<file path="src/rtl/i2da_pkg.sv">
// shared constants and helpers for the decimal ascii converter
package i2da_pkg;

  localparam int unsigned VALUE_BITS_DEFAULT = 32;
  localparam int unsigned CHAR_COUNT_W       = 4;
  localparam int unsigned CHAR_W             = 8;
  localparam int unsigned DIGIT_W            = 4;

  localparam logic [CHAR_W-1:0] ASCII_ZERO  = 8'h30;
  localparam logic [CHAR_W-1:0] ASCII_NINE  = 8'h39;
  localparam logic [CHAR_W-1:0] ASCII_MINUS = 8'h2d;

  // interpretation of the input word
  localparam logic MODE_SIGNED   = 1'b0;
  localparam logic MODE_UNSIGNED = 1'b1;

  // double dabble correction: a digit of five or more gets three added before the shift
  function automatic logic [DIGIT_W-1:0] dabble_fix(input logic [DIGIT_W-1:0] d);
    logic [DIGIT_W-1:0] r;
    r = (d >= 4'd5) ? d + 4'd3 : d;
    return r;
  endfunction

endpackage

</file>
<file path="src/rtl/i2da_dabble_stage.sv">
// one shift-and-correct step of the binary to bcd pipeline
module i2da_dabble_stage #(
  parameter int unsigned VALUE_BITS = i2da_pkg::VALUE_BITS_DEFAULT,
  parameter int unsigned NUM_DIGITS = 10
) (
  input  logic                                     clk_i,
  input  logic                                     rst_ni,
  input  logic                                     en_i,
  input  logic                                     valid_i,
  input  logic                                     neg_i,
  input  logic [VALUE_BITS-1:0]                    bin_i,
  input  logic [NUM_DIGITS*i2da_pkg::DIGIT_W-1:0]  bcd_i,
  output logic                                     valid_o,
  output logic                                     neg_o,
  output logic [VALUE_BITS-1:0]                    bin_o,
  output logic [NUM_DIGITS*i2da_pkg::DIGIT_W-1:0]  bcd_o
);

  localparam int unsigned BcdW = NUM_DIGITS * i2da_pkg::DIGIT_W;

  logic            valid_q;
  logic            neg_q;
  logic [VALUE_BITS-1:0] bin_q, bin_d;
  logic [BcdW-1:0] bcd_q, bcd_d;
  logic [BcdW-1:0] fixed;

  always_comb begin
    for (int i = 0; i < NUM_DIGITS; i++) begin
      fixed[i*i2da_pkg::DIGIT_W +: i2da_pkg::DIGIT_W] =
        i2da_pkg::dabble_fix(bcd_i[i*i2da_pkg::DIGIT_W +: i2da_pkg::DIGIT_W]);
    end
    bcd_d = {fixed[BcdW-2:0], bin_i[VALUE_BITS-1]};
    bin_d = {bin_i[VALUE_BITS-2:0], 1'b0};
  end

  always_ff @(posedge clk_i or negedge rst_ni) begin
    if (!rst_ni) begin
      valid_q <= 1'b0;
    end else if (en_i) begin
      valid_q <= valid_i;
    end
  end

  always_ff @(posedge clk_i) begin
    if (en_i) begin
      neg_q <= neg_i;
      bin_q <= bin_d;
      bcd_q <= bcd_d;
    end
  end

  assign valid_o = valid_q;
  assign neg_o   = neg_q;
  assign bin_o   = bin_q;
  assign bcd_o   = bcd_q;

endmodule

</file>
<file path="src/rtl/int_to_decimal_ascii.sv">
// top level: binary word to decimal ascii character stream
//
// input channel: valid_i / stall_o with value_bits_i and mode_i. mode 0 reads the word
// as signed two's complement, mode 1 as unsigned. a transaction is taken at a rising
// edge with valid_i high and stall_o low.
// output channel: valid_o / stall_i with char_code_o, last_o and char_count_o. one
// transaction per character, most significant digit first, a leading '-' for negative
// signed values. the final character has last_o set and char_count_o holding the total
// character count (low 4 bits); on all other characters char_count_o is 0.
// path: a number passes one input register, VALUE_BITS double dabble stages, one digit
// count stage, the character sequencer and the output register before its first
// character is shown.
// throughput: one character leaves per cycle while stall_i is low, so a number holds
// the output while its characters (1 to 11 at 32 bits) leave. the pipeline moves as one
// only when the digit count stage is empty or hands its number to the sequencer, so in
// a steady stream the sequencer takes each number as it emits the last one's final digit.
// reset clears every valid bit; no characters are pending afterwards.
// stall_o is high whenever the pipeline is frozen, that is while the count stage holds
// a number the sequencer cannot take yet; a receiver stall holds the output register
// and the sequencer, so the freeze follows once the count stage is full.
module int_to_decimal_ascii #(
  parameter int unsigned VALUE_BITS = i2da_pkg::VALUE_BITS_DEFAULT
) (
  input  logic                               clk_i,
  input  logic                               rst_ni,
  input  logic                               valid_i,
  output logic                               stall_o,
  input  logic [VALUE_BITS-1:0]              value_bits_i,
  input  logic                               mode_i,
  output logic                               valid_o,
  input  logic                               stall_i,
  output logic [i2da_pkg::CHAR_W-1:0]        char_code_o,
  output logic                               last_o,
  output logic [i2da_pkg::CHAR_COUNT_W-1:0]  char_count_o
);

  // decimal digits needed for the largest magnitude: floor(bits*log10(2)) + 1
  localparam int unsigned NumDigits = (VALUE_BITS * 30103) / 100000 + 1;
  localparam int unsigned DigitW    = i2da_pkg::DIGIT_W;
  localparam int unsigned BcdW      = NumDigits * DigitW;
  localparam int unsigned IdxW      = (NumDigits > 1) ? $clog2(NumDigits) : 1;
  localparam int unsigned SumW      = IdxW + 2;

  // pipeline advance: everything moves together when the last slot is free or drained
  logic adv;

  // ---------------- input register: sign and magnitude ----------------
  logic                  in_valid_q;
  logic                  in_neg_q, in_neg_d;
  logic [VALUE_BITS-1:0] in_mag_q, in_mag_d;

  always_comb begin
    in_neg_d = (mode_i == i2da_pkg::MODE_SIGNED) && value_bits_i[VALUE_BITS-1];
    // the most negative value negates to itself, which is the right magnitude
    in_mag_d = in_neg_d ? (~value_bits_i + {{(VALUE_BITS-1){1'b0}}, 1'b1}) : value_bits_i;
  end

  always_ff @(posedge clk_i or negedge rst_ni) begin
    if (!rst_ni) begin
      in_valid_q <= 1'b0;
    end else if (adv) begin
      in_valid_q <= valid_i;
    end
  end

  always_ff @(posedge clk_i) begin
    if (adv) begin
      in_neg_q <= in_neg_d;
      in_mag_q <= in_mag_d;
    end
  end

  assign stall_o = !adv;

  // ---------------- double dabble chain, one bit per stage ----------------
  logic                  st_valid [VALUE_BITS+1];
  logic                  st_neg   [VALUE_BITS+1];
  logic [VALUE_BITS-1:0] st_bin   [VALUE_BITS+1];
  logic [BcdW-1:0]       st_bcd   [VALUE_BITS+1];

  assign st_valid[0] = in_valid_q;
  assign st_neg[0]   = in_neg_q;
  assign st_bin[0]   = in_mag_q;
  assign st_bcd[0]   = '0;

  for (genvar s = 0; s < VALUE_BITS; s++) begin : g_dabble
    i2da_dabble_stage #(
      .VALUE_BITS (VALUE_BITS),
      .NUM_DIGITS (NumDigits)
    ) u_stage (
      .clk_i   (clk_i),
      .rst_ni  (rst_ni),
      .en_i    (adv),
      .valid_i (st_valid[s]),
      .neg_i   (st_neg[s]),
      .bin_i   (st_bin[s]),
      .bcd_i   (st_bcd[s]),
      .valid_o (st_valid[s+1]),
      .neg_o   (st_neg[s+1]),
      .bin_o   (st_bin[s+1]),
      .bcd_o   (st_bcd[s+1])
    );
  end

  // ---------------- digit count stage ----------------
  logic            cnt_valid_q;
  logic            cnt_neg_q;
  logic [BcdW-1:0] cnt_bcd_q;
  logic [IdxW-1:0] cnt_top_q, cnt_top_d;

  // index of the highest nonzero digit, zero for the value zero
  always_comb begin
    cnt_top_d = '0;
    for (int i = 1; i < NumDigits; i++) begin
      if (st_bcd[VALUE_BITS][i*DigitW +: DigitW] != '0) begin
        cnt_top_d = IdxW'(i);
      end
    end
  end

  always_ff @(posedge clk_i or negedge rst_ni) begin
    if (!rst_ni) begin
      cnt_valid_q <= 1'b0;
    end else if (adv) begin
      cnt_valid_q <= st_valid[VALUE_BITS];
    end
  end

  always_ff @(posedge clk_i) begin
    if (adv) begin
      cnt_neg_q <= st_neg[VALUE_BITS];
      cnt_bcd_q <= st_bcd[VALUE_BITS];
      cnt_top_q <= cnt_top_d;
    end
  end

  // ---------------- character sequencer ----------------
  logic                              seq_valid_q;
  logic                              seq_neg_q;
  logic [IdxW-1:0]                   seq_idx_q;
  logic [DigitW-1:0]                 seq_dig_q [NumDigits];
  logic [i2da_pkg::CHAR_COUNT_W-1:0] seq_total_q;
  logic [SumW-1:0]                   total_sum;

  logic                              out_valid_q;
  logic [i2da_pkg::CHAR_W-1:0]       out_char_q, out_char_d;
  logic                              out_last_q, out_last_d;
  logic [i2da_pkg::CHAR_COUNT_W-1:0] out_count_q, out_count_d;

  logic out_free;     // output register empty or its character taken this cycle
  logic seq_emit;     // sequencer moves a character into the output register
  logic seq_done;     // this emit is the number's final character
  logic seq_load;     // sequencer takes the next number from the count stage

  assign out_free = !out_valid_q || !stall_i;
  assign seq_emit = seq_valid_q && out_free;
  assign seq_done = seq_emit && !seq_neg_q && (seq_idx_q == '0);
  assign seq_load = !seq_valid_q || seq_done;
  assign adv      = !cnt_valid_q || seq_load;

  // digits plus an optional sign, kept to the low bits of the count field
  assign total_sum = SumW'(cnt_top_q) + SumW'(1) + SumW'(cnt_neg_q);

  always_comb begin
    if (seq_neg_q) begin
      out_char_d  = i2da_pkg::ASCII_MINUS;
      out_last_d  = 1'b0;
      out_count_d = '0;
    end else begin
      out_char_d  = i2da_pkg::ASCII_ZERO | {{(i2da_pkg::CHAR_W-DigitW){1'b0}},
                                            seq_dig_q[seq_idx_q]};
      out_last_d  = (seq_idx_q == '0);
      out_count_d = out_last_d ? seq_total_q : '0;
    end
  end

  always_ff @(posedge clk_i or negedge rst_ni) begin
    if (!rst_ni) begin
      seq_valid_q <= 1'b0;
      seq_neg_q   <= 1'b0;
      seq_idx_q   <= '0;
    end else if (seq_load) begin
      seq_valid_q <= cnt_valid_q;
      seq_neg_q   <= cnt_neg_q;
      seq_idx_q   <= cnt_top_q;
    end else if (seq_emit) begin
      if (seq_neg_q) begin
        seq_neg_q <= 1'b0;
      end else begin
        seq_idx_q <= seq_idx_q - IdxW'(1);
      end
    end
  end

  always_ff @(posedge clk_i) begin
    if (seq_load) begin
      seq_total_q <= total_sum[i2da_pkg::CHAR_COUNT_W-1:0];
      for (int i = 0; i < NumDigits; i++) begin
        seq_dig_q[i] <= cnt_bcd_q[i*DigitW +: DigitW];
      end
    end
  end

  // ---------------- output register ----------------
  always_ff @(posedge clk_i or negedge rst_ni) begin
    if (!rst_ni) begin
      out_valid_q <= 1'b0;
    end else if (out_free) begin
      out_valid_q <= seq_valid_q;
    end
  end

  always_ff @(posedge clk_i) begin
    if (seq_emit) begin
      out_char_q  <= out_char_d;
      out_last_q  <= out_last_d;
      out_count_q <= out_count_d;
    end
  end

  assign valid_o      = out_valid_q;
  assign char_code_o  = out_char_q;
  assign last_o       = out_last_q;
  assign char_count_o = out_count_q;

endmodule

</file>
<file path="config.mk">
export PLATFORM = sky130hd
export DESIGN_NAME = int_to_decimal_ascii
export DESIGN_NICKNAME = d
export VERILOG_FILES = /design/src/rtl/i2da_pkg.sv /design/src/rtl/i2da_dabble_stage.sv /design/src/rtl/int_to_decimal_ascii.sv
export SDC_FILE = /design/constraint.sdc
export NUM_CORES = 2
export LEC_CHECK = 0
export ABC_CLOCK_PERIOD_IN_PS = 17650
export BUFFER_PORTS_ARGS = -buffer_cell sky130_fd_sc_hd__buf_4
export CAP_MARGIN = 25
export CORE_UTILIZATION = 50
export DETAILED_ROUTE_END_ITERATION = 8
export PLACE_DENSITY = 0.65
export SLEW_MARGIN = 40
export SYNTH_ARGS = -nofsm -noshare
export SYNTH_HDL_FRONTEND = slang
export SYNTH_SLANG_ARGS = --single-unit
</file>
<file path="constraint.sdc">
create_clock -name clk_i -period 17.65 [get_ports clk_i]
set_clock_uncertainty 0.2 [all_clocks]
set_input_delay 0.8825 -clock clk_i [delete_from_list [all_inputs] [get_ports clk_i]]
set_output_delay 0.8825 -clock clk_i [all_outputs]
set_load 0.1 [all_outputs]
</file>
Yosys cells after proc, flatten, opt, wreduce, memory -nomap -nowiden --
Memories as Yosys holds them, arrays and structs flattened. Cells that the tools add are included.
Operators by class: bitwise logic cells 3, reduce and logical (&&, ||, !) cells 27, equal/unequal tests 1, order comparisons 265, mux-type cells 282, add/sub/neg operators 269
Operators by type and width (count):
- $ge 4x3->1 const B | 255
- $mux 4 | 243
- $add 4x2->4 const B | 234
- $add 3x2->3 const B | 21
- $mux 3 | 21
- $reduce_bool 4->1 | 9
- $add 32x1->32 const B | 1
- $mux 32 | 1
- $not 32->32 | 1
- $add 1x2->3 const AB | 9
- $ge 1x3->1 const AB | 9
- $mux 1 | 16
- $logic_not 1->1 | 6
- $mux 5 | 1
- $add 4x1->4 | 1
- $add 4x1->4 const B | 1
- $logic_and 1x1->1 | 4
- $logic_not 4->1 | 1
- $reduce_or 2->1 | 2
- $sub 4x1->4 const B | 1
- $add 1x2->3 const B | 1
- $ge 1x3->1 const B | 1
- $logic_or 1x1->1 | 3
- $ne 2x1->1 const B | 1
- other kinds (3) | 4
Storage, ports and cells: input bits 37, output and inout port bits 15, memories 1, register bits 1725, memory bits (writable) 40
Memory list:
- seq_dig_q | words 10, width 4, rd ports 1, clocked after memory_dff 0, wr ports 10, line int_to_decimal_ascii.sv:141 | logic [DigitW-1:0] seq_dig_q [NumDigits];

Depth between registers and ports, before layout --
depth in word-level cells 9, mapped depth 9, depth with buffers taken out 7

Modules after synthesis --
From an unflattened synthesis, not the netlist that was laid out.
Second synthesis, totals: cells, all modules 7769, area, all modules 108173.7 um^2
Modules (own cells, without submodules):
- i2da_dabble_stage | cells each 232, sequential area each 2187.1 um^2, times used 32, area an instance 3203.1 um^2
- int_to_decimal_ascii | cells each 345, sequential area each 4189.0 um^2, times used 1, area an instance 5675.4 um^2

Least setup slack after synthesis --
Ideal clock, no wire load.
kind reg2out, start register seq_idx_q[0], end output stall_o, arrival time 10490 ps, setup slack 6077 ps, cell stages (with the launch flop) 10, path through dfrtp_1 buf_2 buf_2 inv_1 ha_1 nor4b_4 a21boi_1 nand2_2 buf_6 inv_1
On the way: word-level cells in the longest chain between the ends 5
RTL lines:
- start: declaration | line int_to_decimal_ascii.sv:140 | logic [IdxW-1:0] seq_idx_q;
- start signal: assignment | line int_to_decimal_ascii.sv:185 | seq_idx_q <= cnt_top_q;
- start signal: assignment | line int_to_decimal_ascii.sv:190 | seq_idx_q <= seq_idx_q - IdxW'(1);
- $logic_not 4->1 | line int_to_decimal_ascii.sv:157 | assign seq_done = seq_emit && !seq_neg_q && (seq_idx_q == '0);
- $logic_and 1x1->1 | line int_to_decimal_ascii.sv:157
- $logic_or 1x1->1 | line int_to_decimal_ascii.sv:158 | assign seq_load = !seq_valid_q || seq_done;
- $logic_or 1x1->1 | line int_to_decimal_ascii.sv:159 | assign adv = !cnt_valid_q || seq_load;
- $logic_not 1->1 | line int_to_decimal_ascii.sv:73 | assign stall_o = !adv;
- end: declaration | line int_to_decimal_ascii.sv:27 | output logic stall_o,
Every way passes these cells.

Worst setup path after layout --
start register seq_idx_q[0], end register g_dabble[0].u_stage.bin_q[23] (enable)
On the way: word-level cells in the longest chain between the ends 4
RTL lines:
- $logic_not 4->1 | line int_to_decimal_ascii.sv:157
- $logic_and 1x1->1 | line int_to_decimal_ascii.sv:157
- $logic_or 1x1->1 | line int_to_decimal_ascii.sv:158
- $logic_or 1x1->1 | line int_to_decimal_ascii.sv:159
- end signal: assignment | line i2da_dabble_stage.sv:47 | bin_q <= bin_d;
- end: declaration | line i2da_dabble_stage.sv:23 | logic [VALUE_BITS-1:0] bin_q, bin_d;
Every way passes these cells. A chain may end at the register's enable or synchronous reset.

==> reports/results.txt <==
run status -> finished, final reports clean
pre-CTS setup slack -> 11.76 ns
EDFF count, synth -> 1340
worst slew pin tran -> 0.732 ns
maximum clock frequency -> 191 MHz
vias in the first global route -> 28300
cell with the most instances after synthesis -> edfxtp_1
critical path capture point type -> register
Internal -> 6.44 mW
number of synthesized register bits -> 1381
clock-pin slew on the worst setup and hold paths -> 0.06 ns
die width -> 343 microns
router iterations before antenna repair -> 6
Clock Sinks -> 1381
sequential area share after synthesis -> 70.9%
crit path kind -> register to register
num rows -> 124
gate count after technology mapping -> 4070
worst hold margin -> 0.156 ns
Die ar. -> 118000 sq um
startpoint types -> register
per-cell routed wire length -> 13.3 microns
Post-CTS Setup Inserts -> 0
Synth cell types -> 49
Max IR drop VDD -> 106 uV
hpwl dp -> 49600 microns
fin crit period -> 5.24 ns
crit-path cells -> inv_1, ha_1, nor4b_4, a21boi_2, nand2_8, buf_6, buf_6, buf_6, buf_4
PortBufs -> 48
GRT overflow -> 0
Combinational Power Share -> 12.5%
Via-to-Cell Ratio -> 4.91
Max Cap Violations -> 0
post-synthesis area per instance -> 14.3 sq um
sw power -> 2.14 mW
Main synth FF type -> edfxtp_1
DRT iter0 DRCs -> 1680
Pwr Density -> 131 nW/um^2
deepest level of the CTS H-tree -> 4
Root Buffer -> clkbuf_16
layout cell share with drive strength beyond 1 -> 7.34%
Synth area leader -> edfxtp_1
global placer's final weighted congestion -> 0.782
Largest stage delay, worst path -> 0.69 ns
DR DRC count -> 0
Sw Share -> 24.9%
IO Pins -> 52
unrepaired setup endpoints after global routing -> no
CTS tree -> done
final hold vios -> 0
Pins Over Slew Limit -> 0
final antenna-violating net count -> 0
first-pass GRT wire length -> 133000 microns
worst path required time -> 17.82 ns
CP max-delay cell -> buf_4
Final Net Count -> 4632
Clock Latency Late Sink -> 0.74 ns
worst min path class -> input port to register
Clk network pwr share -> 34.7%
clk buf depth -> 3
Total Wirelength -> 78600 microns
Synth area leaders -> edfxtp_1 69%, ha_1 6.9%, nand2_1 3.9%
utilization after layout -> 56.9%
Tcrit/Tclk final -> 29.7%
setup ws final -> 12.41 ns
Initial Util -> 50.7%
Mapped Area -> 58200 sq um
chip height -> 343 microns
asr flop ratio synth -> 2.97%
Post-Route Setup TNS -> 0 ns
Critical Path Fanout Max -> 84
Lkg Pwr -> 24.4 nW
Yosys warnings -> 0
flop-to-flop setup slack -> 12.41 ns
# setup viols final -> 0
Core Region -> 115000 sq um
crit path DAT -> 5.40 ns
vias -> 29000
initial antenna violation count -> 5
TritonCTS buffer count -> 145
most numerous cell on the critical path -> buf_6
Commonest cells post-synth -> 1340 x edfxtp_1, 598 x nand2_1, 335 x inv_1
top cell type's share of synthesized area -> 69.2%
slew margin rel. -> 51.2%
largest net degree at the start of global routing -> 151
sequential share of power -> 52.8%
GRT Total Usage -> 13.8%
P&R area growth vs syn -> 12.3%
-- layout make-up --
cell class	count	area, sq um
Antenna cell	4	10.0
Timing Repair Buffer	69	627
Tap cell	1512	1890
Multi-Input combinational cell	2339	15600
Clock inverter	79	890
Sequential cell	1381	41300
Clock buffer	183	3820
Inverter	336	1260
Fill cell	9077	49500
-- metal layers --
layer | track usage [%] | vias to the layer above | routed length, microns | share of wire, %
met5 | 0 | - | 0 | 0
met4 | 5.58 | 0 | 2070 | 2.6
met3 | 2.73 | 147 | 2680 | 3.4
met2 | 23.3 | 314 | 38100 | 48
met1 | 17.5 | 13700 | 35800 | 45
li1 | - | 14800 | - | -
-- through the flow --
| step | instances | total power [mW] | instance area [sq um] |
|---|---|---|---|
| CTS | 5898 | 8.71 | 65300 |
| detailed placement | 5635 | 5.69 | 60600 |
| global route | 5903 | 9.02 | 65300 |
| floorplan | 4071 | 5.50 | 58200 |
| finish | 5903 | 8.58 | 65300 |
| global placement | 5634 | 5.63 | 60500 |
-- worst max-delay path: cells and delay by family, from the launching register on --
| family | cells | cell delay (ns) |
|---|---|---|
| compound gates | 1 | 0.22 |
| flops | 1 | 0.63 |
| buf+inv | 5 | 2.68 |
| fa+ha+maj | 1 | 0.20 |
| simple gates | 2 | 0.78 |
-- state kept, by name (all words and copies together) (netlist names), 5 cells and up --
signal / count
g_dabble.u_stage.neg_o: 32
char_code_o: 5
g_dabble.u_stage.bin_o: 496
seq_dig_q: 40
in_mag_q: 32
g_dabble.u_stage.bcd_o: 680
cnt_bcd_q: 40
g_dabble.u_stage.valid_o: 32
-- cells by family after synthesis --
| logic type | after synthesis | synth area share [%] |
|---|---|---|
| muxes | 196 | 3.62 |
| adders and majority gates | 323 | 6.95 |
| other | 2 | 0.0129 |
| xor gates and xnor gates | 186 | 2.80 |
| buffers and inverters | 351 | 2.33 |
| DFF | 1381 | 70.9 |
| AOI/OAI and AO/OA | 517 | 4.62 |
| and+or+nand+nor | 1114 | 8.73 |
-- final timing paths --
kind / from / end / depth (start not counted)
max: seq_idx_q[0] / g_dabble[0].u_stage.bin_o[23] / 9
min: value_bits_i[0] / in_mag_q[0] / 1
max reg2reg: seq_idx_q[0] / g_dabble[0].u_stage.bin_o[23] / 9
min reg2reg: g_dabble[17].u_stage.bin_o[18] / g_dabble[18].u_stage.bin_o[19] / 0
max in group asynchronous: rst_ni / g_dabble[10].u_stage.valid_o / 2
min in group asynchronous: rst_ni / valid_o / 2
-- placed cells by master (no fill, tap or decap), drive strengths merged, types with 2 or more instances in the layout --
cell / Yosys / routed
xor2: 22 / 22
o21a: 2 / 2
nor3: 10 / 10
o31ai: 4 / 4
nand2b: 294 / 294
nor4: 5 / 5
bufinv: 0 / 13
dfrtp: 41 / 41
edfxtp: 1340 / 1340
clkbuf: 4 / 183
nor2: 177 / 177
nor2b: 5 / 5
diode: 0 / 4
nand3: 3 / 3
clkinv: 1 / 57
a21oi: 171 / 171
mux2i: 154 / 154
a22oi: 2 / 2
xnor2: 164 / 164
buf: 11 / 68
inv: 335 / 344
conb: 2 / 3
mux4: 8 / 8
o22a: 8 / 8
and2: 5 / 5
o211ai: 2 / 2
nand2: 599 / 599
or4: 10 / 10
mux2: 34 / 34
a32oi: 3 / 3
ha: 323 / 323
a31oi: 12 / 12
o21ai: 307 / 307
-- what timing repair did --
action	in CTS	in global routing
gates resized for setup	0	0
hold endpoints to repair	41	0
endpoints found under the setup margin	0	0
hold buffers	1	0
-- power by group through the flow --
stage / sequential, mW / combinational, mW / clock, mW
finish: 4.53 / 1.07 / 2.97
global route: 4.59 / 1.24 / 3.19
CTS: 4.54 / 1.10 / 3.08
detailed placement: 4.60 / 1.09 / 0
global placement: 4.59 / 1.04 / 0
floorplan: 4.67 / 0.825 / 0
(Power assumes the default switching activity.)
